**config.mk**
```make
export PLATFORM = sky130hd
export DESIGN_NAME = gtp_ie_stream_decoder
export DESIGN_NICKNAME = d
export VERILOG_FILES = /design/src/rtl/gtpie_pkg.sv /design/src/rtl/gtpie_front.sv /design/src/rtl/gtpie_queue.sv /design/src/rtl/gtp_ie_stream_decoder.sv
export SDC_FILE = /design/constraint.sdc
export NUM_CORES = 1
export LEC_CHECK = 0
export ABC_AREA = 0
export BUFFER_PORTS_ARGS = -buffer_cell sky130_fd_sc_hd__buf_2
export CORE_UTILIZATION = 64
export DETAILED_ROUTE_END_ITERATION = 8
export HOLD_SLACK_MARGIN = 0.1
export PLACE_DENSITY = 0.79
export SYNTH_ARGS = -nofsm -noshare
export SYNTH_HDL_FRONTEND = slang
export SYNTH_SLANG_ARGS = --single-unit
```
**constraint.sdc**
```tcl
create_clock -name clk -period 6.35 [get_ports clk]
set_clock_uncertainty 0.2 [all_clocks]
set_input_delay 0.635 -clock clk [delete_from_list [all_inputs] [get_ports clk]]
set_output_delay 0.635 -clock clk [all_outputs]
set_load 0.005 [all_outputs]
```
**src/rtl/gtpie_pkg.sv**
```systemverilog
// Shared types, codes and element classification for the GTP IE stream decoder.
package gtpie_pkg;

  // Parser position within one information element
  typedef enum logic [1:0] {
    PH_TYPE = 2'd0,
    PH_LENH = 2'd1,
    PH_LENL = 2'd2,
    PH_BODY = 2'd3
  } phase_t;

  // Result kinds as they leave the block
  typedef enum logic [3:0] {
    KIND_CAUSE    = 4'd0,
    KIND_IMSI     = 4'd1,
    KIND_TEID_D   = 4'd2,
    KIND_TEID_C   = 4'd3,
    KIND_NSAPI    = 4'd4,
    KIND_UE_ADDR  = 4'd5,
    KIND_APN_CHAR = 4'd6,
    KIND_GSN1     = 4'd7,
    KIND_GSN2     = 4'd8,
    KIND_MSISDN   = 4'd9,
    KIND_UNKNOWN  = 4'd10,
    KIND_ADDR_ERR = 4'd11,
    KIND_ADDR_NIL = 4'd12,
    KIND_REORDER  = 4'd13,
    KIND_MSG_END  = 4'd14
  } kind_t;

  // Element type numbers
  localparam logic [7:0] ET_CAUSE   = 8'd1;
  localparam logic [7:0] ET_IMSI    = 8'd2;
  localparam logic [7:0] ET_REORDER = 8'd8;
  localparam logic [7:0] ET_SKIP1   = 8'd15;
  localparam logic [7:0] ET_TEID_D  = 8'd16;
  localparam logic [7:0] ET_TEID_C  = 8'd17;
  localparam logic [7:0] ET_NSAPI   = 8'd20;
  localparam logic [7:0] ET_SKIP2   = 8'd26;
  localparam logic [7:0] ET_SKIP4   = 8'd127;
  localparam logic [7:0] ET_UE_ADDR = 8'd128;
  localparam logic [7:0] ET_APN     = 8'd131;
  localparam logic [7:0] ET_GSN     = 8'd133;
  localparam logic [7:0] ET_MSISDN  = 8'd134;
  localparam logic [7:0] ET_QOS     = 8'd135;

  localparam logic [15:0] UE_LEN_EMPTY = 16'd2;
  localparam logic [15:0] UE_LEN_IPV4  = 16'd6;
  localparam logic [7:0]  CHAR_DOT     = 8'd46;
  localparam logic [3:0]  BCD_FILLER   = 4'hf;

  typedef struct packed {
    logic       known;
    logic       len_prefixed;
    logic [3:0] fixed_len;
  } elem_class_t;

  // One queue entry: one or two result items from the same input item
  typedef struct packed {
    logic        two;
    kind_t       kind_a;
    logic [63:0] val_a;
    kind_t       kind_b;
    logic [63:0] val_b;
  } entry_t;

  typedef struct packed {
    logic   valid;
    entry_t entry;
  } push_t;

  function automatic elem_class_t classify(input logic [7:0] t);
    elem_class_t c;
    c = '{known: 1'b1, len_prefixed: 1'b0, fixed_len: 4'd0};
    case (t)
      ET_CAUSE, ET_REORDER, ET_SKIP1, ET_NSAPI: c.fixed_len = 4'd1;
      ET_SKIP2:                                  c.fixed_len = 4'd2;
      ET_TEID_D, ET_TEID_C, ET_SKIP4:            c.fixed_len = 4'd4;
      ET_GSN:                                    c.fixed_len = 4'd6;
      ET_IMSI:                                   c.fixed_len = 4'd8;
      ET_UE_ADDR, ET_APN, ET_MSISDN, ET_QOS:     c.len_prefixed = 1'b1;
      default:                                   c.known = 1'b0;
    endcase
    return c;
  endfunction

  // acc * 100 plus two BCD digits, low nibble first; filler adds zero
  function automatic logic [63:0] bcd_add(input logic [63:0] acc, input logic [7:0] b);
    logic [3:0]  lo;
    logic [3:0]  hi;
    logic [63:0] lo_term;
    logic [63:0] hi_term;
    lo = b[3:0];
    hi = b[7:4];
    lo_term = (lo == BCD_FILLER) ? 64'd0 : ({60'd0, lo} << 3) + ({60'd0, lo} << 1);
    hi_term = (hi == BCD_FILLER) ? 64'd0 : {60'd0, hi};
    return (acc << 6) + (acc << 5) + (acc << 2) + lo_term + hi_term;
  endfunction

endpackage

```
**src/rtl/gtpie_front.sv**
```systemverilog
// Front part: walks the element layout byte by byte and forms queue entries.
module gtpie_front (
  input  logic               clk,
  input  logic               rst_n,
  input  logic               take,
  input  logic [7:0]         data_byte,
  input  logic               last_byte,
  output gtpie_pkg::push_t   push
);

  gtpie_pkg::phase_t   phase_r, phase_nxt;
  logic [7:0]          etype_r, etype_nxt;
  logic [15:0]         elen_r, elen_nxt;
  logic [15:0]         bcnt_r, bcnt_nxt;
  logic [63:0]         acc_r, acc_nxt;
  logic                gsn_seen_r, gsn_seen_nxt;
  logic                discard_r, discard_nxt;

  gtpie_pkg::elem_class_t cls;
  logic                active;
  logic [15:0]         cnt_inc;
  logic                body_done;
  logic [15:0]         len_full;

  logic                fin_go;
  logic [63:0]         fin_acc;
  logic [15:0]         fin_len;
  logic                p_valid;
  gtpie_pkg::kind_t    p_kind;
  logic [63:0]         p_val;

  assign cls       = gtpie_pkg::classify(data_byte);
  assign active    = take & ~discard_r;
  assign cnt_inc   = bcnt_r + 16'd1;
  assign body_done = (cnt_inc >= elen_r);
  assign len_full  = {elen_r[15:8], data_byte};

  // Next phase
  always_comb begin
    phase_nxt = phase_r;
    if (take) begin
      if (last_byte) begin
        phase_nxt = gtpie_pkg::PH_TYPE;
      end else if (!discard_r) begin
        case (phase_r)
          gtpie_pkg::PH_TYPE: begin
            if (!cls.known)            phase_nxt = gtpie_pkg::PH_TYPE;
            else if (cls.len_prefixed) phase_nxt = gtpie_pkg::PH_LENH;
            else                       phase_nxt = gtpie_pkg::PH_BODY;
          end
          gtpie_pkg::PH_LENH: phase_nxt = gtpie_pkg::PH_LENL;
          gtpie_pkg::PH_LENL: begin
            phase_nxt = (len_full == 16'd0) ? gtpie_pkg::PH_TYPE : gtpie_pkg::PH_BODY;
          end
          gtpie_pkg::PH_BODY: begin
            phase_nxt = body_done ? gtpie_pkg::PH_TYPE : gtpie_pkg::PH_BODY;
          end
          default: phase_nxt = gtpie_pkg::PH_TYPE;
        endcase
      end
    end
  end

  // Datapath updates and the result the byte itself causes
  always_comb begin
    etype_nxt    = etype_r;
    elen_nxt     = elen_r;
    bcnt_nxt     = bcnt_r;
    acc_nxt      = acc_r;
    gsn_seen_nxt = gsn_seen_r;
    discard_nxt  = discard_r;
    fin_go       = 1'b0;
    fin_acc      = acc_r;
    fin_len      = elen_r;
    p_valid      = 1'b0;
    p_kind       = gtpie_pkg::KIND_CAUSE;
    p_val        = 64'd0;

    if (active) begin
      case (phase_r)
        gtpie_pkg::PH_TYPE: begin
          etype_nxt = data_byte;
          elen_nxt  = {12'd0, cls.fixed_len};
          bcnt_nxt  = 16'd0;
          acc_nxt   = 64'd0;
          if (!cls.known) begin
            p_valid     = 1'b1;
            p_kind      = gtpie_pkg::KIND_UNKNOWN;
            p_val       = {56'd0, data_byte};
            discard_nxt = 1'b1;
          end
        end
        gtpie_pkg::PH_LENH: begin
          elen_nxt = {data_byte, 8'h00};
        end
        gtpie_pkg::PH_LENL: begin
          elen_nxt = len_full;
          bcnt_nxt = 16'd0;
          acc_nxt  = 64'd0;
          fin_go   = (len_full == 16'd0);
          fin_acc  = 64'd0;
          fin_len  = len_full;
        end
        gtpie_pkg::PH_BODY: begin
          if (etype_r == gtpie_pkg::ET_APN) begin
            if (acc_r == 64'd0) begin
              // label length byte: a dot between labels
              if (bcnt_r != 16'd0) begin
                p_valid = 1'b1;
                p_kind  = gtpie_pkg::KIND_APN_CHAR;
                p_val   = {56'd0, gtpie_pkg::CHAR_DOT};
              end
              acc_nxt = {56'd0, data_byte};
            end else begin
              p_valid = 1'b1;
              p_kind  = gtpie_pkg::KIND_APN_CHAR;
              p_val   = {56'd0, data_byte};
              acc_nxt = acc_r - 64'd1;
            end
          end else if (etype_r == gtpie_pkg::ET_IMSI) begin
            acc_nxt = gtpie_pkg::bcd_add(acc_r, data_byte);
          end else if (etype_r == gtpie_pkg::ET_MSISDN) begin
            if (bcnt_r != 16'd0) acc_nxt = gtpie_pkg::bcd_add(acc_r, data_byte);
          end else begin
            acc_nxt = {acc_r[55:0], data_byte};
          end
          bcnt_nxt = cnt_inc;
          fin_go   = body_done;
          fin_acc  = acc_nxt;
          fin_len  = elen_r;
        end
        default: ;
      endcase

      if (fin_go) begin
        case (etype_r)
          gtpie_pkg::ET_CAUSE: begin
            p_valid = 1'b1; p_kind = gtpie_pkg::KIND_CAUSE;
            p_val = {56'd0, fin_acc[7:0]};
          end
          gtpie_pkg::ET_IMSI: begin
            p_valid = 1'b1; p_kind = gtpie_pkg::KIND_IMSI; p_val = fin_acc;
          end
          gtpie_pkg::ET_REORDER: begin
            p_valid = 1'b1; p_kind = gtpie_pkg::KIND_REORDER;
            p_val = {63'd0, fin_acc[0]};
          end
          gtpie_pkg::ET_TEID_D: begin
            p_valid = 1'b1; p_kind = gtpie_pkg::KIND_TEID_D;
            p_val = {32'd0, fin_acc[31:0]};
          end
          gtpie_pkg::ET_TEID_C: begin
            p_valid = 1'b1; p_kind = gtpie_pkg::KIND_TEID_C;
            p_val = {32'd0, fin_acc[31:0]};
          end
          gtpie_pkg::ET_NSAPI: begin
            p_valid = 1'b1; p_kind = gtpie_pkg::KIND_NSAPI;
            p_val = {56'd0, fin_acc[7:0]};
          end
          gtpie_pkg::ET_UE_ADDR: begin
            p_valid = 1'b1;
            if (fin_len == gtpie_pkg::UE_LEN_EMPTY) begin
              p_kind = gtpie_pkg::KIND_ADDR_NIL; p_val = 64'd0;
            end else if (fin_len != gtpie_pkg::UE_LEN_IPV4) begin
              p_kind = gtpie_pkg::KIND_ADDR_ERR; p_val = {48'd0, fin_len};
            end else begin
              p_kind = gtpie_pkg::KIND_UE_ADDR; p_val = {32'd0, fin_acc[31:0]};
            end
          end
          gtpie_pkg::ET_GSN: begin
            p_valid = 1'b1;
            p_kind  = gsn_seen_r ? gtpie_pkg::KIND_GSN2 : gtpie_pkg::KIND_GSN1;
            p_val   = {32'd0, fin_acc[31:0]};
            gsn_seen_nxt = 1'b1;
          end
          gtpie_pkg::ET_MSISDN: begin
            p_valid = 1'b1; p_kind = gtpie_pkg::KIND_MSISDN; p_val = fin_acc;
          end
          default: ;
        endcase
      end
    end

    // final byte: drop any open element, return to the start of a message
    if (take && last_byte) begin
      etype_nxt    = 8'd0;
      elen_nxt     = 16'd0;
      bcnt_nxt     = 16'd0;
      acc_nxt      = 64'd0;
      gsn_seen_nxt = 1'b0;
      discard_nxt  = 1'b0;
    end
  end

  // Queue entry: the byte's own result first, then message end
  always_comb begin
    push.valid        = take & (p_valid | last_byte);
    push.entry.two    = p_valid & last_byte;
    push.entry.kind_a = p_valid ? p_kind : gtpie_pkg::KIND_MSG_END;
    push.entry.val_a  = p_valid ? p_val : 64'd0;
    push.entry.kind_b = gtpie_pkg::KIND_MSG_END;
    push.entry.val_b  = 64'd0;
  end

  always_ff @(posedge clk) begin
    if (!rst_n) begin
      phase_r    <= gtpie_pkg::PH_TYPE;
      etype_r    <= 8'd0;
      elen_r     <= 16'd0;
      bcnt_r     <= 16'd0;
      acc_r      <= 64'd0;
      gsn_seen_r <= 1'b0;
      discard_r  <= 1'b0;
    end else begin
      phase_r    <= phase_nxt;
      etype_r    <= etype_nxt;
      elen_r     <= elen_nxt;
      bcnt_r     <= bcnt_nxt;
      acc_r      <= acc_nxt;
      gsn_seen_r <= gsn_seen_nxt;
      discard_r  <= discard_nxt;
    end
  end

endmodule

```
**src/rtl/gtpie_queue.sv**
```systemverilog
// Back part: entry queue that hands out one result item per cycle while out_ready is high.
module gtpie_queue #(
  parameter int DEPTH = 4
) (
  input  logic              clk,
  input  logic              rst_n,
  input  gtpie_pkg::push_t  push,
  output logic              full,
  output logic              out_valid,
  input  logic              out_ready,
  output logic [3:0]        out_kind,
  output logic [63:0]       out_value,
  output logic              out_last
);

  localparam int AW = (DEPTH > 1) ? $clog2(DEPTH) : 1;
  localparam int CW = $clog2(DEPTH + 1);
  localparam logic [AW-1:0] LAST_IDX = AW'(DEPTH - 1);
  localparam logic [CW-1:0] FULL_CNT = CW'(DEPTH);

  gtpie_pkg::entry_t mem_r [DEPTH];
  logic [AW-1:0]     wr_ptr_r, wr_ptr_nxt;
  logic [AW-1:0]     rd_ptr_r, rd_ptr_nxt;
  logic [CW-1:0]     count_r, count_nxt;
  logic              half_r, half_nxt;
  gtpie_pkg::entry_t head;
  logic              slot_take;
  logic              pop;
  logic              wr;

  assign head      = mem_r[rd_ptr_r];
  assign full      = (count_r == FULL_CNT);
  assign out_valid = (count_r != '0);
  assign out_kind  = half_r ? head.kind_b : head.kind_a;
  assign out_value = half_r ? head.val_b : head.val_a;
  assign out_last  = half_r | ~head.two;

  assign slot_take = out_valid & out_ready;
  assign pop       = slot_take & out_last;
  assign wr        = push.valid & ~full;

  always_comb begin
    wr_ptr_nxt = wr_ptr_r;
    rd_ptr_nxt = rd_ptr_r;
    count_nxt  = count_r;
    half_nxt   = half_r;
    if (wr) wr_ptr_nxt = (wr_ptr_r == LAST_IDX) ? '0 : wr_ptr_r + AW'(1);
    if (slot_take) half_nxt = ~out_last;
    if (pop) rd_ptr_nxt = (rd_ptr_r == LAST_IDX) ? '0 : rd_ptr_r + AW'(1);
    case ({wr, pop})
      2'b10:   count_nxt = count_r + CW'(1);
      2'b01:   count_nxt = count_r - CW'(1);
      default: count_nxt = count_r;
    endcase
  end

  always_ff @(posedge clk) begin
    if (!rst_n) begin
      wr_ptr_r <= '0;
      rd_ptr_r <= '0;
      count_r  <= '0;
      half_r   <= 1'b0;
    end else begin
      wr_ptr_r <= wr_ptr_nxt;
      rd_ptr_r <= rd_ptr_nxt;
      count_r  <= count_nxt;
      half_r   <= half_nxt;
    end
  end

  // Payload holds no reset
  always_ff @(posedge clk) begin
    if (wr) mem_r[wr_ptr_r] <= push.entry;
  end

endmodule

```
**src/rtl/gtp_ie_stream_decoder.sv**
```systemverilog
// Top level of the GTPv1-C information-element stream decoder.
//
// Usage:
//   Input channel (in_*): one byte of the message's information-element area
//   per item; in_tlast marks the final byte of the message. Result channel
//   (out_*): decoded fields; out_tuser carries the field kind, out_tdata the
//   64-bit value, out_tlast flags the last result caused by one input byte.
//   Each byte causes zero, one or two results; the final byte always yields
//   a message-end result, after any result of its own.
//   Results leave the entry queue in order. Throughput: one byte per cycle
//   while the queue has room; the queue drains one result per cycle while
//   out_tready is high, so a stretch of bytes that each cause two results
//   drains at half rate. The parser updates its state per byte; the queue of
//   QUEUE_DEPTH entries (at least 2) lets the parser run on while results
//   wait. in_tready drops only when that queue is full, so a stalled
//   receiver backs up into the input once the queue has filled.
//   Reset (rst_n low, synchronous) empties the queue and puts the parser at
//   the start of a message. No clearing pass is needed.
module gtp_ie_stream_decoder #(
  parameter int QUEUE_DEPTH = 4
) (
  input  logic        clk,
  input  logic        rst_n,
  input  logic        in_tvalid,
  output logic        in_tready,
  input  logic [7:0]  in_tdata,   // [7:0] data_byte
  input  logic        in_tlast,   // last_byte
  output logic        out_tvalid,
  input  logic        out_tready,
  output logic [63:0] out_tdata,  // [63:0] field_value
  output logic [3:0]  out_tuser,  // [3:0] field_kind
  output logic        out_tlast   // last_result
);

  gtpie_pkg::push_t push;
  logic             q_full;
  logic             take;

  // Accept a byte whenever the queue has room for its entry
  assign in_tready = ~q_full;
  assign take      = in_tvalid & in_tready;

  gtpie_front u_front (
    .clk       (clk),
    .rst_n     (rst_n),
    .take      (take),
    .data_byte (in_tdata),
    .last_byte (in_tlast),
    .push      (push)
  );

  gtpie_queue #(
    .DEPTH (QUEUE_DEPTH)
  ) u_queue (
    .clk       (clk),
    .rst_n     (rst_n),
    .push      (push),
    .full      (q_full),
    .out_valid (out_tvalid),
    .out_ready (out_tready),
    .out_kind  (out_tuser),
    .out_value (out_tdata),
    .out_last  (out_tlast)
  );

endmodule

```
After elaboration in Yosys (flattened, before gate mapping). Memories as Yosys holds them, arrays and structs flattened. A register that Yosys moved wholly into a read port is not among the register bits. Cells that the tools add are included. Widths: inputs -> output; s select.

Bits of input ports: 13. Register bits: 116. Logic and storage cells: 170. RAM bits: 276. Memories kept: 1. Output and inout port bits: 71.

Add/sub/neg operators: 11. Muxes and demuxes: 65. Reduce and logical (&&, ||, !) cells: 27. Bitwise operators: 16. Equal/unequal tests: 37. $lt $le $gt $ge: 1.

Memory list: u_queue.mem_r (words 4, bits a word 69, rd ports 1, clocked after Yosys merged registers in 1, write ports 1, line gtpie_queue.sv:21) `gtpie_pkg::entry_t mem_r [DEPTH];`.

Operators with widths (count): $mux 64 (12); $pmux 64 s2 (3); $pmux 64 s5 (1); $add 64x64->64 (4); $eq 8x8->1 const B (9); $logic_not 64->1 (1); $sub 64x1->64 const B (1); $eq 8x5->1 const B (7); $pmux 16 s3 (1); $mux 4 (10); $pmux 4 s9 (1); $mux 32 (1); $pmux 16 s2 (1); $eq 8x4->1 const B (3); $mux 8 (3); $mux 2 (10); $pmux 4 s5 (1); $add 16x1->16 const B (1); $eq 16x2->1 const B (1); $eq 8x1->1 const B (2); $eq 8x2->1 const B (2); $ge 16x16->1 (1); $logic_not 16->1 (1); $mux 16 (1); 33 further kinds (79).

Longest topological paths before layout.
Depth in word-level cells: 15. Gate-level depth with buffers: 22. Mapped depth without buffers: 22.

By module. Synthesis repeated with hierarchy kept, for this count alone.

Cell total of the unflattened synthesis: 3162. Area total of the unflattened synthesis: 37806.3 µm².

By module, submodules not included: gtpie_queue (area an instance 21135.3 µm², seq. area each 16656.0 µm², instances 1, cells an instance 856); gtpie_front (area an instance 16661.0 µm², seq. area each 2162.1 µm², instances 1, cells an instance 2304); gtp_ie_stream_decoder (area an instance 10.0 µm², seq. area each 0.0 µm², instances 1, cells an instance 2).

Least setup slack after synthesis. OpenSTA, ideal clock, no wires.

Path type: register to register. Start: register u_front.bcnt_r[2]. End: memory u_queue.mem_r[0][0] in the netlist's numbering, enable pin. Clock period less this slack: 5189 ps. Setup slack: 1161 ps. Stages on the path, launching flop included: 16. Library setup time: 435 ps. Arrival: 4555 ps. Path through: dfxtp_1 and3_1 and3_1 nand3_1 nor2_1 nand3_1 nor2_1 xor2_1 ha_1 a21oi_1 and4b_1 o41ai_1 and3_2 nor2_2 a31oi_2 and2_1.

Cells in the longest elaborated chain, start to end: 13. Elaborated cells between the ends (all ways): 17.

Ends and longest elaborated chain: start: declaration (line gtpie_front.sv:14) `logic [15:0] bcnt_r, bcnt_nxt;`; start signal: assignment (line gtpie_front.sv:218) `bcnt_r <= bcnt_nxt;`; parallel branches: the longest is 6 deep, another holds $add 16x1->16; $mux 1 * (line gtpie_front.sv:135) `if (fin_go) begin`; $mux 1 * (line gtpie_front.sv:79) `if (active) begin`; $or 1x1->1 * (line gtpie_front.sv:197) `push.valid = take & (p_valid | last_byte);`; $and 1x1->1 * (line gtpie_front.sv:197); $and 1x1->1 * (line gtpie_queue.sv:40) `assign wr = push.valid & ~full;`; $mux 1 * (line gtpie_queue.sv:73) `if (wr) mem_r[wr_ptr_r] <= push.entry;`; $mux 1 (not written as such) * (line gtpie_queue.sv:73); end: declaration (line gtpie_queue.sv:21).

Every way passes the cells marked *. The select of a mux whose other input is x is not followed.

Final worst setup path.
Start: register u_front.bcnt_r[2]. End: register u_queue.count_r[2].

Cells in the longest elaborated chain, start to end: 13. Elaborated cells between the ends (all ways): 19.

Ends and longest elaborated chain: parallel branches: the longest is 6 deep, another holds $add 16x1->16; $mux 1 * (line gtpie_front.sv:135); $mux 1 * (line gtpie_front.sv:79); $or 1x1->1 * (line gtpie_front.sv:197); $and 1x1->1 * (line gtpie_front.sv:197); $and 1x1->1 * (line gtpie_queue.sv:40); $eq 2x1->1 or $eq 2x2->1 (tied branches) (line gtpie_queue.sv:50) `case ({wr, pop})`; $pmux 3 s2 or $reduce_bool 2->1 (tied branches); end signal: assignment (line gtpie_queue.sv:66) `count_r <= count_nxt;`; end: declaration (line gtpie_queue.sv:24) `logic [CW-1:0] count_r, count_nxt;`.

Marked as above. A chain may end at the register's enable or synchronous reset.

==> flow_metrics.env <==
export IMPL_relSlewSlack_pct=26.3
export IMPL_dp_slack_ns=0.377
export IMPL_postCtsResizedCells=0
export IMPL_drive_gt1_share_pct=11.8
export IMPL_cp_required_ns=6.61
export IMPL_maxCapViolCount=0
export IMPL_grt_max_degree=70
export IMPL_vias=23000
export IMPL_wl_per_cell_um=25.7
export IMPL_async_flop_share_pct=0
export IMPL_viasPerCell=6.90
export IMPL_synthCells=2739
export IMPL_grt_usage_pct=39.6
export IMPL_dieArea_um2=43100
export IMPL_syn_num_nets=3025
export IMPL_route_detailed_drc=0
export IMPL_dp_hpwl_um=61000
export IMPL_r2r_start="u_front.bcnt_r[2]"
export IMPL_synth_area_um2=27100
export IMPL_ys_ff_latch=394
export IMPL_vdd_drop_max_v=0.000234
export IMPL_worstPathArrival_ns=6.08
export IMPL_use_met2_pct=58.2
export IMPL_row_count=74
export IMPL_hold_end="u_queue.half_r"
export IMPL_final_common_cell="nand2_1"
export IMPL_min_path_cells=3
export IMPL_internal_power_w=0.00498
export IMPL_setup_ws_ns=0.525
export IMPL_setup_viol=0
export IMPL_n_antenna_cell=0
export IMPL_first_pass_iters=6
export IMPL_final_core_util_pct=71.2
export IMPL_crit_reg2reg_capture="u_queue.count_r[2]"
export IMPL_fillerInstances=3055
export IMPL_synth_main_ff_cell="edfxtp_1"
export IMPL_power_density_nw_per_um2=242
export IMPL_design_core_area_um2=41300
export IMPL_hp_start="out_tready"
export IMPL_ys_seq_area_share_pct=39.4
export IMPL_cts_hold_buf=0
export IMPL_critPathLaunchType="register"
export IMPL_seqPwrFrac_pct=42.8
export IMPL_gp_congestion=1.01
export IMPL_r2r_cells=20
export IMPL_path_clk_slew_ns=0.07
export IMPL_post_cts_setup_buffers=0
export IMPL_root_buffer="clkbuf_16"
export IMPL_gr_usage_met3_pct=9.11
export IMPL_grt_antenna_before_repair=0
export IMPL_leakage_nw=11.1
export IMPL_grt_pass1_wl_um=131000
export IMPL_grt_remaining_overflow=0
export IMPL_max_freq_mhz=172
export IMPL_yosys_cell_types_count=87
export IMPL_mostFrequentLayoutCells="nand2_1, edfxtp_1, a21oi_1"
export IMPL_synth_edff_count=276
export IMPL_htree_num_levels=2
export IMPL_timing_hold_ws_ns=0.189
export IMPL_critical_path_class="reg2reg"
export IMPL_critical_path_endpoint_type="register"
export IMPL_combinationalPowerShare_pct=23.2
export IMPL_yosys_warnings=0
export IMPL_drt_wl_total_um=85500
export IMPL_syn_to_final_growth_pct=8.67
export IMPL_grt_pass1_vias=22000
export IMPL_pwr_share_clk_pct=34.0
export IMPL_rsz0062_at_grt="false"
export IMPL_drv_slew=0
export IMPL_clockBufferDepth=3
export IMPL_net_switching_power_w=0.00212
export IMPL_clk_latency_ns=0.58
export IMPL_boundaryPins=84
export IMPL_antenna_left=0
export IMPL_hold_viol=0
export IMPL_r2r_slack_ns=0.52
export IMPL_fin_crit_sh_pct=91.7
export IMPL_nets=3052
export IMPL_hp_class="in2reg"
export IMPL_drt_iter0_drc=3351
export IMPL_worstMarginPinSlew_ns=1.09
export IMPL_cp_max_fo=11
export IMPL_die_w_um=208
export IMPL_cts_buffers=41
export IMPL_tns_ns=0
export IMPL_met1_usage_pct=58.0
export IMPL_grt_busiest_layer="met2"
export IMPL_clock_sinks=394
export IMPL_die_y_um=208
export IMPL_outcome="finished, final reports clean"
export IMPL_layout_min_cycle_time_ns=5.83
export IMPL_port_buffers=83
export IMPL_cts_tree="done"
export IMPL_switching_share_pct=29.9
export IMPL_avgSynthCellArea_um2=9.88
export IMPL_start_util_pct=65.5
[cells by family (layout without fill, tap and decap cells)]
group	after synthesis	after routing	synth area share [%]
compound gates	698	698	16.0
xor+xnor	119	119	3.85
fa+ha+maj	273	273	14.4
buf+inv	280	340	4.03
flops	394	394	39.4
mux	91	91	6.58
simple gates	884	884	15.7
[critical path, stage by stage (launching register included)]
cell      delay, ns
dfxtp_1        0.45
and3_1         0.24
and3_1         0.19
nand3_1        0.16
nor2_1         0.31
nand3_1        0.22
nor2_1         0.28
nand3_1        0.17
xnor2_1        0.46
ha_1           0.34
and3_1         0.17
and3_2         0.23
nor2_2         0.40
a31oi_2        0.32
inv_1          0.16
ha_1           0.20
inv_1          0.07
fa_1           0.39
xor2_1         0.16
or3_1          0.33
a21boi_0       0.27
[sequential cells by signal (all words and copies together) (netlist names), named ones only]
name / cells
u_front.etype_r: 8
u_front.acc_r: 64
u_queue.wr_ptr_r: 2
u_front.gsn_seen_r: 1
u_front.phase_r: 2
u_queue.count_r: 3
u_queue.mem_r: 276
u_front.discard_r: 1
u_front.elen_r: 16
u_queue.half_r: 1
u_front.bcnt_r: 16
u_queue.rd_ptr_r: 2
[synthesized netlist by cell type, drive strengths merged (30+ instances only)]
master  number  area, um^2
a21o        32         240
a21oi      253        1280
a31oi       31         200
and2        78         488
buf         30         151
clkbuf     131         492
dfxtp      118        2360
edfxtp     276        8290
fa          65        1300
ha         208        2600
inv        118         443
mux4        69        1550
nand2      309        1160
nand3       77         385
nand4       39         244
nor2       194         731
nor3        57         290
o211ai      37         278
o21ai      146         731
o22ai       30         188
xnor2       86         753
xor2        33         289
[per-layer routing]
| metal | up-vias | share of wire, % |
|---|---|---|
| met1 | 11100 | 41 |
| li1 | 10100 | - |
| met5 | - | 0 |
| met3 | 231 | 13 |
| met2 | 1566 | 42 |
| met4 | 0 | 3.2 |
[how the worst max path moves through the flow]
stage                            startpoint                    to  slack (ns)  depth (start not counted)
after global placement          in_tdata[1]  u_queue.mem_r[0][48]        0.50                         21
after floorplan           u_front.bcnt_r[2]   u_queue.mem_r[0][0]        1.16                         15
after CTS                 u_front.bcnt_r[2]    u_queue.count_r[2]        0.66                         21
after detailed placement        in_tdata[0]  u_queue.mem_r[1][61]        0.38                         20
after global routing      u_front.bcnt_r[2]    u_queue.count_r[2]        0.18                         20
final                     u_front.bcnt_r[2]    u_queue.count_r[2]        0.52                         20
[cell type report]
type	count	area [um^2]	area share (%)
inverters	119	447	1.52
well taps	532	666	2.26
multi-input cells	2065	15400	52.3
flip-flops and latches	394	10700	36.2
clock inverters	31	269	0.915
repair buffers	145	931	3.17
clock buffers	45	1070	3.65
[per-stage QoR]
| step | std cells | power (W) | cell area [um^2] |
|---|---|---|---|
| finish | 3331 | 0.00711 | 29400 |
| floorplan | 2739 | 0.00412 | 27100 |
| CTS | 3331 | 0.00710 | 29400 |
| global route | 3331 | 0.00735 | 29400 |
| global placement | 3255 | 0.00466 | 28100 |
| detailed placement | 3255 | 0.00471 | 28100 |
[power groups by stage]
stage	Sequential (W)	Clock, W	Combinational (W)
2_1_floorplan	0.00302	0	0.00110
3_3_place_gp	0.00308	0	0.00158
3_5_place_dp	0.00309	0	0.00161
4_1_cts	0.00304	0.00243	0.00163
5_1_grt	0.00306	0.00253	0.00176
6_report	0.00304	0.00242	0.00165
Note: power is estimated with default switching activity, not from simulation.
